--- src/sv/dur_pkg.sv ---
// dur_pkg: shared codes, register indexes and command type for the dual uart register block
// no dependencies; imported by dur_ctrl, dur_datapath, dual_uart_register_block and tb
package dur_pkg;

    // action codes
    localparam logic [1:0] ACT_READ  = 2'd0;
    localparam logic [1:0] ACT_WRITE = 2'd1;
    localparam logic [1:0] ACT_FEED  = 2'd2;

    // register indexes after the stride divide
    localparam logic [3:0] IDX_MODE_A = 4'd0;
    localparam logic [3:0] IDX_STAT_A = 4'd1;
    localparam logic [3:0] IDX_CMD_A  = 4'd2;
    localparam logic [3:0] IDX_HOLD_A = 4'd3;
    localparam logic [3:0] IDX_MODE_B = 4'd8;
    localparam logic [3:0] IDX_STAT_B = 4'd9;
    localparam logic [3:0] IDX_CMD_B  = 4'd10;
    localparam logic [3:0] IDX_HOLD_B = 4'd11;

    // command field value in bits 6..4 that returns the mode pointer to mr1
    localparam logic [2:0] CMD_RESET_MR = 3'd1;

    // status bits
    localparam logic [7:0] ST_RXRDY = 8'h01;
    localparam logic [7:0] ST_TXRDY = 8'h04;
    localparam logic [7:0] ST_TXEMT = 8'h08;

    typedef struct packed {
        logic capture;  // item accepted, latch payload
        logic exec;     // apply the item to state
        logic load;     // move staged result into the output register
    } dur_cmd_t;

    // transmitter bits are set at reset and never cleared, so only rxrdy varies
    function automatic logic [7:0] status_byte(input logic rxrdy);
        status_byte = ST_TXRDY | ST_TXEMT | (rxrdy ? ST_RXRDY : 8'h00);
    endfunction

endpackage

--- src/sv/dur_ctrl.sv ---
// dur_ctrl: sequencer for the dual uart register block (accept, execute, load result)
// depends on dur_pkg for the command struct
module dur_ctrl (
    input  logic              clk,
    input  logic              rst_n,
    input  logic              in_valid,
    output logic              in_ready,
    input  logic              out_ready,
    output logic              out_valid,
    output dur_pkg::dur_cmd_t cmd
);
    import dur_pkg::*;

    typedef enum logic [1:0] {
        ST_IDLE,
        ST_EXEC,
        ST_LOAD
    } state_t;

    state_t state_reg;
    state_t state_next;
    logic   out_valid_reg;
    logic   out_valid_next;
    logic   out_free;

    assign in_ready  = (state_reg == ST_IDLE);
    assign out_valid = out_valid_reg;
    // output register can take a new result if empty or being emptied now
    assign out_free  = !out_valid_reg || out_ready;

    always_comb
    begin
        cmd.capture    = 1'b0;
        cmd.exec       = 1'b0;
        cmd.load       = 1'b0;
        state_next     = state_reg;
        unique case (state_reg)
            ST_IDLE:
            begin
                if (in_valid)
                begin
                    cmd.capture = 1'b1;
                    state_next  = ST_EXEC;
                end
            end
            ST_EXEC:
            begin
                cmd.exec   = 1'b1;
                state_next = ST_LOAD;
            end
            ST_LOAD:
            begin
                if (out_free)
                begin
                    cmd.load   = 1'b1;
                    state_next = ST_IDLE;
                end
            end
            default:
            begin
                state_next = ST_IDLE;
            end
        endcase
        if (cmd.load)
            out_valid_next = 1'b1;
        else if (out_valid_reg && out_ready)
            out_valid_next = 1'b0;
        else
            out_valid_next = out_valid_reg;
    end

    always_ff @(posedge clk or negedge rst_n)
    begin
        if (!rst_n)
        begin
            state_reg     <= ST_IDLE;
            out_valid_reg <= 1'b0;
        end
        else
        begin
            state_reg     <= state_next;
            out_valid_reg <= out_valid_next;
        end
    end

    a_capture_then_exec: assert property (@(posedge clk) disable iff (!rst_n)
        cmd.capture |=> (state_reg == ST_EXEC))
        else $error("item accepted but execute step did not follow");

    a_exec_then_load: assert property (@(posedge clk) disable iff (!rst_n)
        (state_reg == ST_EXEC) |=> (state_reg == ST_LOAD))
        else $error("execute step not followed by result load");

    a_load_sets_valid: assert property (@(posedge clk) disable iff (!rst_n)
        cmd.load |=> out_valid_reg)
        else $error("result loaded but output not valid");

    a_load_waits: assert property (@(posedge clk) disable iff (!rst_n)
        (state_reg == ST_LOAD && out_valid_reg && !out_ready) |=> (state_reg == ST_LOAD))
        else $error("result overwrote an output that was not taken");

endmodule

--- src/sv/dur_datapath.sv ---
// dur_datapath: register file, mode pointers, receive rings and result register
// depends on dur_pkg; driven by the commands of dur_ctrl
module dur_datapath #(
    parameter int REG_STRIDE = 4,
    parameter int RING_SLOTS = 16
) (
    input  logic              clk,
    input  logic              rst_n,
    input  dur_pkg::dur_cmd_t cmd,
    input  logic              cfg_we,
    input  logic              cfg_wdata,
    input  logic [1:0]        action,
    input  logic [5:0]        bus_offset,
    input  logic [7:0]        data_byte,
    input  logic              channel,
    output logic [7:0]        read_data,
    output logic              tx_valid,
    output logic              tx_channel,
    output logic [7:0]        tx_byte,
    output logic              rx_empty_a,
    output logic              rx_empty_b,
    output logic              feed_dropped
);
    import dur_pkg::*;

    localparam int PTR_W     = (RING_SLOTS > 1) ? $clog2(RING_SLOTS) : 1;
    localparam int ADDR_W    = $clog2(2 * RING_SLOTS);
    localparam int MEM_DEPTH = 2 * RING_SLOTS;
    // offset / stride as a reciprocal multiply, exact for 6-bit offsets
    localparam int DIV_SHIFT = 8;
    localparam int DIV_MULT  = ((1 << DIV_SHIFT) + REG_STRIDE - 1) / REG_STRIDE;
    localparam int PROD_W    = 15;

    // captured item
    logic [1:0] act_reg;
    logic [3:0] idx_reg;
    logic [7:0] data_reg;
    logic       ch_reg;
    logic [PROD_W-1:0] prod;

    // architectural state
    logic [7:0]       rf_reg [16];
    logic [7:0]       rf_next [16];
    logic             mp_a_reg, mp_a_next;
    logic             mp_b_reg, mp_b_next;
    logic [PTR_W-1:0] head_a_reg, head_a_next;
    logic [PTR_W-1:0] head_b_reg, head_b_next;
    logic [PTR_W-1:0] tail_a_reg, tail_a_next;
    logic [PTR_W-1:0] tail_b_reg, tail_b_next;
    logic             tx_en_reg;

    // staged result
    logic [7:0] rd_st_reg, rd_st_next;
    logic       txv_st_reg, txv_st_next;
    logic       txc_st_reg, txc_st_next;
    logic [7:0] txb_st_reg, txb_st_next;
    logic       drop_st_reg, drop_st_next;
    logic       pop_st_reg, pop_st_next;

    // receive ring memory
    logic [7:0]        ring_mem [MEM_DEPTH];
    logic [7:0]        ring_rdata_reg;
    logic              mem_we;
    logic [ADDR_W-1:0] mem_waddr;
    logic [ADDR_W-1:0] mem_raddr;

    logic             empty_a;
    logic             empty_b;
    logic [PTR_W-1:0] feed_head;
    logic [PTR_W-1:0] feed_tail;
    logic [PTR_W-1:0] feed_tail_inc;
    logic [PTR_W-1:0] hold_head;

    function automatic logic [PTR_W-1:0] ptr_inc(input logic [PTR_W-1:0] p);
        ptr_inc = (p == PTR_W'(RING_SLOTS - 1)) ? '0 : p + 1'b1;
    endfunction

    function automatic logic [ADDR_W-1:0] ring_addr(input logic c, input logic [PTR_W-1:0] p);
        ring_addr = c ? (ADDR_W'(p) + ADDR_W'(RING_SLOTS)) : ADDR_W'(p);
    endfunction

    assign prod          = {{(PROD_W-6){1'b0}}, bus_offset} * PROD_W'(DIV_MULT);
    assign empty_a       = (head_a_reg == tail_a_reg);
    assign empty_b       = (head_b_reg == tail_b_reg);
    assign feed_head     = ch_reg ? head_b_reg : head_a_reg;
    assign feed_tail     = ch_reg ? tail_b_reg : tail_a_reg;
    assign feed_tail_inc = ptr_inc(feed_tail);
    assign hold_head     = idx_reg[3] ? head_b_reg : head_a_reg;
    assign mem_waddr     = ring_addr(ch_reg, feed_tail);
    assign mem_raddr     = ring_addr(idx_reg[3], hold_head);

    always_comb
    begin
        rf_next      = rf_reg;
        mp_a_next    = mp_a_reg;
        mp_b_next    = mp_b_reg;
        head_a_next  = head_a_reg;
        head_b_next  = head_b_reg;
        tail_a_next  = tail_a_reg;
        tail_b_next  = tail_b_reg;
        rd_st_next   = rd_st_reg;
        txv_st_next  = txv_st_reg;
        txc_st_next  = txc_st_reg;
        txb_st_next  = txb_st_reg;
        drop_st_next = drop_st_reg;
        pop_st_next  = pop_st_reg;
        mem_we       = 1'b0;
        if (cmd.exec)
        begin
            rd_st_next   = 8'h00;
            txv_st_next  = 1'b0;
            txc_st_next  = 1'b0;
            txb_st_next  = 8'h00;
            drop_st_next = 1'b0;
            pop_st_next  = 1'b0;
            case (act_reg)
                ACT_READ:
                begin
                    unique case (idx_reg)
                        IDX_MODE_A: rd_st_next = rf_reg[{3'b000, mp_a_reg}];
                        IDX_MODE_B: rd_st_next = rf_reg[{3'b100, mp_b_reg}];
                        IDX_STAT_A: rd_st_next = status_byte(!empty_a);
                        IDX_STAT_B: rd_st_next = status_byte(!empty_b);
                        IDX_HOLD_A:
                        begin
                            if (!empty_a)
                            begin
                                pop_st_next = 1'b1;
                                head_a_next = ptr_inc(head_a_reg);
                            end
                        end
                        IDX_HOLD_B:
                        begin
                            if (!empty_b)
                            begin
                                pop_st_next = 1'b1;
                                head_b_next = ptr_inc(head_b_reg);
                            end
                        end
                        default: rd_st_next = rf_reg[idx_reg];
                    endcase
                end
                ACT_WRITE:
                begin
                    unique case (idx_reg)
                        IDX_MODE_A:
                        begin
                            rf_next[{3'b000, mp_a_reg}] = data_reg;
                            mp_a_next = 1'b1;
                        end
                        IDX_MODE_B:
                        begin
                            rf_next[{3'b100, mp_b_reg}] = data_reg;
                            mp_b_next = 1'b1;
                        end
                        IDX_CMD_A:
                        begin
                            if (data_reg[6:4] == CMD_RESET_MR)
                                mp_a_next = 1'b0;
                        end
                        IDX_CMD_B:
                        begin
                            if (data_reg[6:4] == CMD_RESET_MR)
                                mp_b_next = 1'b0;
                        end
                        // transmitter status bits are already set, nothing to store
                        IDX_HOLD_A, IDX_HOLD_B:
                        begin
                            if (tx_en_reg)
                            begin
                                txv_st_next = 1'b1;
                                txc_st_next = idx_reg[3];
                                txb_st_next = data_reg;
                            end
                        end
                        default: rf_next[idx_reg] = data_reg;
                    endcase
                end
                ACT_FEED:
                begin
                    // ring full when the advanced tail would meet the head
                    if (feed_tail_inc == feed_head)
                        drop_st_next = 1'b1;
                    else
                    begin
                        mem_we = 1'b1;
                        if (ch_reg)
                            tail_b_next = feed_tail_inc;
                        else
                            tail_a_next = feed_tail_inc;
                    end
                end
                default:
                begin
                end
            endcase
        end
    end

    always_ff @(posedge clk or negedge rst_n)
    begin
        if (!rst_n)
        begin
            for (int i = 0; i < 16; i++)
                rf_reg[i] <= 8'h00;
            mp_a_reg   <= 1'b0;
            mp_b_reg   <= 1'b0;
            head_a_reg <= '0;
            head_b_reg <= '0;
            tail_a_reg <= '0;
            tail_b_reg <= '0;
            tx_en_reg  <= 1'b1;
        end
        else
        begin
            rf_reg     <= rf_next;
            mp_a_reg   <= mp_a_next;
            mp_b_reg   <= mp_b_next;
            head_a_reg <= head_a_next;
            head_b_reg <= head_b_next;
            tail_a_reg <= tail_a_next;
            tail_b_reg <= tail_b_next;
            if (cfg_we)
                tx_en_reg <= cfg_wdata;
        end
    end

    // payload, staged result and output registers
    always_ff @(posedge clk)
    begin
        if (cmd.capture)
        begin
            act_reg  <= action;
            idx_reg  <= prod[DIV_SHIFT +: 4];
            data_reg <= data_byte;
            ch_reg   <= channel;
        end
        rd_st_reg   <= rd_st_next;
        txv_st_reg  <= txv_st_next;
        txc_st_reg  <= txc_st_next;
        txb_st_reg  <= txb_st_next;
        drop_st_reg <= drop_st_next;
        pop_st_reg  <= pop_st_next;
        // head and tail were updated at the end of exec, so flags are post-item
        if (cmd.load)
        begin
            read_data    <= pop_st_reg ? ring_rdata_reg : rd_st_reg;
            tx_valid     <= txv_st_reg;
            tx_channel   <= txc_st_reg;
            tx_byte      <= txb_st_reg;
            rx_empty_a   <= empty_a;
            rx_empty_b   <= empty_b;
            feed_dropped <= drop_st_reg;
        end
    end

    always_ff @(posedge clk)
    begin
        if (mem_we)
            ring_mem[mem_waddr] <= data_reg;
        if (cmd.exec)
            ring_rdata_reg <= ring_mem[mem_raddr];
    end

endmodule

--- src/sv/dual_uart_register_block.sv ---
// dual_uart_register_block: top level of the two-channel uart register model
// depends on dur_pkg, dur_ctrl and dur_datapath
//
//   channel  | signals                                           | handshake
//   ---------+---------------------------------------------------+--------------
//   input    | action, bus_offset, data_byte, channel            | in_valid/in_ready
//   output   | read_data, tx_valid, tx_channel, tx_byte,          | out_valid/out_ready
//            | rx_empty_a, rx_empty_b, feed_dropped               |
//   config   | cfg_wdata (tx_enable)                              | cfg_we, no wait
//
// each item passes in order through accept, execute and load into the output register
// the sequencer steps through these; the receive ring memory is read into a register during execute
// a new item is accepted while a result waits; its load stalls until the output is taken
// reset is asynchronous; ring contents are undefined until written, no clearing pass
module dual_uart_register_block #(
    parameter int REG_STRIDE = 4,
    parameter int RING_SLOTS = 16
) (
    input  logic       clk,
    input  logic       rst_n,
    input  logic       in_valid,
    output logic       in_ready,
    input  logic [1:0] action,
    input  logic [5:0] bus_offset,
    input  logic [7:0] data_byte,
    input  logic       channel,
    output logic       out_valid,
    input  logic       out_ready,
    output logic [7:0] read_data,
    output logic       tx_valid,
    output logic       tx_channel,
    output logic [7:0] tx_byte,
    output logic       rx_empty_a,
    output logic       rx_empty_b,
    output logic       feed_dropped,
    input  logic       cfg_we,
    input  logic       cfg_wdata
);
    import dur_pkg::*;

    dur_cmd_t cmd;

    dur_ctrl u_ctrl (
        .clk       (clk),
        .rst_n     (rst_n),
        .in_valid  (in_valid),
        .in_ready  (in_ready),
        .out_ready (out_ready),
        .out_valid (out_valid),
        .cmd       (cmd)
    );

    dur_datapath #(
        .REG_STRIDE (REG_STRIDE),
        .RING_SLOTS (RING_SLOTS)
    ) u_datapath (
        .clk          (clk),
        .rst_n        (rst_n),
        .cmd          (cmd),
        .cfg_we       (cfg_we),
        .cfg_wdata    (cfg_wdata),
        .action       (action),
        .bus_offset   (bus_offset),
        .data_byte    (data_byte),
        .channel      (channel),
        .read_data    (read_data),
        .tx_valid     (tx_valid),
        .tx_channel   (tx_channel),
        .tx_byte      (tx_byte),
        .rx_empty_a   (rx_empty_a),
        .rx_empty_b   (rx_empty_b),
        .feed_dropped (feed_dropped)
    );

endmodule

--- config.mk ---
export PLATFORM = sky130hd
export DESIGN_NAME = dual_uart_register_block
export DESIGN_NICKNAME = d
export VERILOG_FILES = /design/src/sv/dur_pkg.sv /design/src/sv/dur_ctrl.sv /design/src/sv/dur_datapath.sv /design/src/sv/dual_uart_register_block.sv
export SDC_FILE = /design/constraint.sdc
export NUM_CORES = 1
export LEC_CHECK = 0
export ABC_AREA = 0
export BUFFER_PORTS_ARGS = -buffer_cell sky130_fd_sc_hd__buf_2
export CORE_ASPECT_RATIO = 2
export CORE_MARGIN = 8
export CORE_UTILIZATION = 62
export CTS_CLUSTER_DIAMETER = 40
export DETAILED_ROUTE_END_ITERATION = 10
export PLACE_DENSITY = 0.84
export SYNTH_ARGS = -nofsm -noshare
export SYNTH_HDL_FRONTEND = slang
export SYNTH_SLANG_ARGS = --single-unit
--- constraint.sdc ---
create_clock -name clk -period 5.04 [get_ports clk]
set_input_delay 1.008 -clock clk [delete_from_list [all_inputs] [get_ports clk]]
set_output_delay 1.008 -clock clk [all_outputs]
set_load 0.1 [all_outputs]
==> impl_summary.log <==
INFO  metric run_status = completed
INFO  metric clock_power_share = 0.308
INFO  metric ys_dominant_reg_cell = sky130_fd_sc_hd__edfxtp_1
INFO  metric cts_hold_buffers = 0
INFO  metric h-tree-depth = 2
INFO  metric synth-compound-area-share = 0.0876
INFO  metric layout-drive-gt1-share = 0.248
INFO  metric grt_start_max_net_pins = 111
INFO  metric initial_utilization = 0.623
INFO  metric grt_pass1_vias = roughly 13000
INFO  metric post_synth_inst_count = between 1000 and 1500
INFO  metric peakVddDrop = 0.000441 V
INFO  metric syn-num-nets = around 1400
INFO  metric synth_seq_cells = 464
INFO  metric timing.setup.critical_path_class = register to register
INFO  metric gr-usage-met1 = 0.272
INFO  metric worst-r2r-setup-slack = 0.94 ns
INFO  metric yosysTopAreaCellShare = 0.482
INFO  metric start_kind = register
INFO  metric syn-cell-area = 19900 um2
INFO  metric cts_resized = 0
INFO  metric global_route_met2_usage = 0.485
INFO  metric seqPwrFrac = 0.499
INFO  metric cell_rows = 93
INFO  metric ant_nets = 0
INFO  metric fin_worst_skew = 0.0104 ns
INFO  metric clkTransAtPathRegs = about 0.07 ns
INFO  metric path_max_fanout = 8
INFO  metric finalHoldViolations = 0
INFO  metric final-setup-viol-count = 0
INFO  metric fin_total_pwr = slightly above 9 mW
INFO  metric combinational_family_with_the_most_area_after_synthesis = multiplexers
INFO  metric grt_first_pass_wirelength = 77300 um
INFO  metric intPower = 6.66 mW
INFO  metric rsz_0062_raised_after_global_routing = false
INFO  metric route.final.wire_length = 51500 um
INFO  metric place.detailed.hpwl = 34000 um
INFO  metric setup-tns-final = 0 ns
INFO  metric critical_path.n_buffers_inverters = 2
INFO  metric area_delta_synth_final = 10.0%
INFO  metric avgViaCountPerCell = 6.72
INFO  metric avgRoutedWirePerCell = roughly 28 um
INFO  metric worst_slew_margin_rel = 0.212
INFO  metric drt-pass1-iter-count = 5
INFO  metric synth_area_leader_cell = sky130_fd_sc_hd__edfxtp_1
INFO  metric final.period_utilization = 0.814
INFO  metric timing.rr.start = u_datapath.ch_reg
INFO  metric initial_antenna_violation_count = 0
INFO  metric drv.max_cap_violation_count = 0
INFO  metric ys_warn_count = 0
INFO  metric synth_simple_gate_area_share = 0.0719
INFO  metric cts.sinks = between 400 and 500
INFO  metric cts_made_buffers = 36
INFO  metric tritoncts = built
INFO  metric post-route-drc-count = 0
INFO  metric number_of_buffers_on_the_longest_clock_path = 3
INFO  metric worstPathCellList = mux2i_1, inv_1, ha_1, and4_1, a311oi_1, xor2_1, a41oi_1, buf_4, nand2_1, nor2_1
INFO  metric reg2regPathDepth = 10
INFO  metric synth.avg_cell_area = 15.0 um2
INFO  metric numPortBuffers = 43
INFO  metric finalWeightedCongestion = 0.968
INFO  metric antenna-diode-count = 0
INFO  metric worstPathArrival = 4.26 ns
INFO  metric io_pins = 46
INFO  metric worst_r2r_endpoint = u_datapath.ring_mem[2][4]
INFO  metric dieWidth = 143 um
INFO  metric synth_seq_area_share = 0.663
INFO  metric power.share.combinational = 0.194
INFO  metric die_height = between 200 and 300 um
INFO  metric globalRouteTotalUtil = 0.273
INFO  metric post-route-min-period = 4.10 ns
INFO  metric die-area = approximately 38000 um2
INFO  metric num-nets-final = 1395
INFO  metric clk-insertion-delay-late = approximately 0.53 ns
INFO  metric maxSlewViolCount = 0
INFO  metric power.density_cell_area = 426 nW/um2
INFO  metric power.switching_fraction = 0.287
INFO  metric hold-path-cell-count = 0
INFO  metric setup.worst_path.end_class = register
INFO  metric most_utilized_layer_in_the_global_route_result = met2
INFO  metric synth_edf_count = 320
INFO  metric switching_power = around 2.7 mW
INFO  metric netlist-cell-type-count = 66
INFO  metric crit_family = simple AND/OR/NAND/NOR gates
INFO  metric core_area = roughly 32000 um2
INFO  metric worst_path_max_delay_cell = sky130_fd_sc_hd__nor2_1
INFO  metric globalRouteMet3Util = 0.0345
INFO  metric synthesized_area_fraction_occupied_by_xor_and_xnor_cells = 0.00703
INFO  metric hold_path.class = register to register
INFO  metric synth-adder-area-share = 0.00377
INFO  metric post_synth_mux_area_share = 0.142
INFO  metric max_freq = 244 MHz
INFO  metric cp.required = approximately 5.2 ns
INFO  metric power.static_leakage = 8.07 nW
INFO  metric detailroute.via_count = ~12000
INFO  metric global_route.overflow_total = 0
INFO  metric critPathMaxStageDelay = about 0.7 ns
INFO  metric max_slew.worst_pin.slew = 1.18 ns
INFO  metric synth-async-reset-ratio = 0.310
INFO  metric post_synth_main_area_contributors = sky130_fd_sc_hd__edfxtp_1 (48%), sky130_fd_sc_hd__dfrtp_1 (18%), sky130_fd_sc_hd__mux2_2 (6.4%)
INFO  metric drt-initial-drc-count = 1033
INFO  metric count_of_buffers_added_by_post_cts_timing_repair_for_setup = 0
INFO  metric ctsRootBufferMaster = sky130_fd_sc_hd__clkbuf_16
[worst max-delay path by stage]
stage | start | endpoint | slack, ns | cells past startpoint
floorplan | u_ctrl.state_reg[1] | u_datapath.ring_mem[10][0] | 1.31 | 5
global placement | u_datapath.ch_reg | u_datapath.ring_mem[2][1] | 1.05 | 10
detailed placement | u_datapath.ch_reg | u_datapath.ring_mem[2][1] | 1.02 | 10
CTS | u_datapath.ch_reg | u_datapath.ring_mem[2][4] | 0.98 | 10
global route | u_datapath.ch_reg | u_datapath.ring_mem[2][4] | 0.70 | 10
finish | u_datapath.ch_reg | u_datapath.ring_mem[2][4] | 0.94 | 10
[cell families after synthesis]
| logic type | Yosys count |
|---|---|
| AO/OA/AOI/OAI | 238 |
| XOR/XNOR | 16 |
| adder cells (fa/ha/maj) | 6 |
| buffers and inverters | 127 |
| flip-flops | 464 |
| multiplexers | 203 |
| AND/OR/NAND/NOR | 275 |
[cell usage after synthesis, drive strengths merged (14+ instances only)]
cell type / instances
buf: 29
a22oi: 29
and2: 14
a211oi: 50
clkbuf: 77
mux2i: 38
o22ai: 17
a21oi: 34
mux4: 52
nand2: 33
nand2b: 60
nor2: 75
nor3: 31
dfrtp: 143
inv: 20
edfxtp: 320
nor2b: 22
mux2: 113
o21ai: 28
[area by class of cell]
| cell class | instances | area (um2) |
|---|---|---|
| inverter | 21 | 78.8 |
| clock buffer | 47 | 975 |
| sequential | 464 | 13200 |
| multi-input combinational | 738 | 6250 |
| fill | 2039 | 10100 |
| tap | 427 | 534 |
| clock inverter | 17 | 199 |
| timing repair buffer | 105 | 687 |
[per-layer routing]
| layer | wire [um] | up-vias | share of wire |
|---|---|---|---|
| li1 | - | 5198 | - |
| met1 | 16100 | 6148 | 0.31 |
| met2 | 27800 | 651 | 0.54 |
| met3 | 2780 | 224 | 0.054 |
| met4 | 4910 | 0 | 0.095 |
| met5 | 0 | - | 0 |
[cell usage in the layout (no fill, tap or decap), types with 4 or more instances in the layout]
| cell type | instances |
|---|---|
| sky130_fd_sc_hd__clkinv_1 | 6 |
| sky130_fd_sc_hd__nor2_1 | 75 |
| sky130_fd_sc_hd__nand2_1 | 33 |
| sky130_fd_sc_hd__o221ai_1 | 12 |
| sky130_fd_sc_hd__o21ai_0 | 26 |
| sky130_fd_sc_hd__bufinv_16 | 4 |
| sky130_fd_sc_hd__clkbuf_1 | 8 |
| sky130_fd_sc_hd__ha_1 | 6 |
| sky130_fd_sc_hd__mux4_2 | 52 |
| sky130_fd_sc_hd__nor3_1 | 30 |
| sky130_fd_sc_hd__and3_1 | 4 |
| sky130_fd_sc_hd__nor2b_1 | 20 |
| sky130_fd_sc_hd__xnor2_1 | 13 |
| sky130_fd_sc_hd__o221a_2 | 8 |
| sky130_fd_sc_hd__and2_1 | 14 |
| sky130_fd_sc_hd__a221oi_1 | 9 |
| sky130_fd_sc_hd__dfrtp_1 | 143 |
| sky130_fd_sc_hd__edfxtp_1 | 320 |
| sky130_fd_sc_hd__mux2i_1 | 37 |
| sky130_fd_sc_hd__o21a_1 | 7 |
| sky130_fd_sc_hd__a311oi_1 | 4 |
| sky130_fd_sc_hd__nand2b_1 | 60 |
| sky130_fd_sc_hd__inv_1 | 19 |
| sky130_fd_sc_hd__a211oi_1 | 48 |
| sky130_fd_sc_hd__o22ai_1 | 17 |
| sky130_fd_sc_hd__a21oi_1 | 34 |
| sky130_fd_sc_hd__o32a_1 | 6 |
| sky130_fd_sc_hd__buf_4 | 62 |
| sky130_fd_sc_hd__buf_2 | 42 |
| sky130_fd_sc_hd__clkbuf_16 | 37 |
| sky130_fd_sc_hd__a22oi_1 | 29 |
| sky130_fd_sc_hd__mux2_2 | 113 |
| sky130_fd_sc_hd__o41ai_1 | 11 |
| sky130_fd_sc_hd__nand3_1 | 13 |
[per-stage QoR]
| stage | hold slack [ns] | utilization | instance area (um2) | setup WS [ns] | std cells |
|---|---|---|---|---|---|
| 6_report | 0.376 | 0.685 | 21900 | 0.936 | 1819 |
| 2_1_floorplan | 0.400 | - | 19900 | 1.31 | 1329 |
| 3_5_place_dp | 0.363 | 0.649 | 20800 | 1.02 | 1755 |
| 5_1_grt | 0.385 | 0.685 | 21900 | 0.700 | 1819 |
| 3_3_place_gp | 0.360 | 0.649 | 20800 | 1.05 | 1755 |
| 4_1_cts | 0.379 | 0.685 | 21900 | 0.980 | 1819 |
[power groups by stage]
stage	sequential, mW	clock [mW]	combinational (mW)
6_report	4.65	2.87	1.81
5_1_grt	4.68	3.02	1.90
2_1_floorplan	4.92	0	1.01
3_3_place_gp	4.69	0	1.72
3_5_place_dp	4.72	0	1.77
4_1_cts	4.65	2.89	1.79
(Power assumes the default switching activity.)
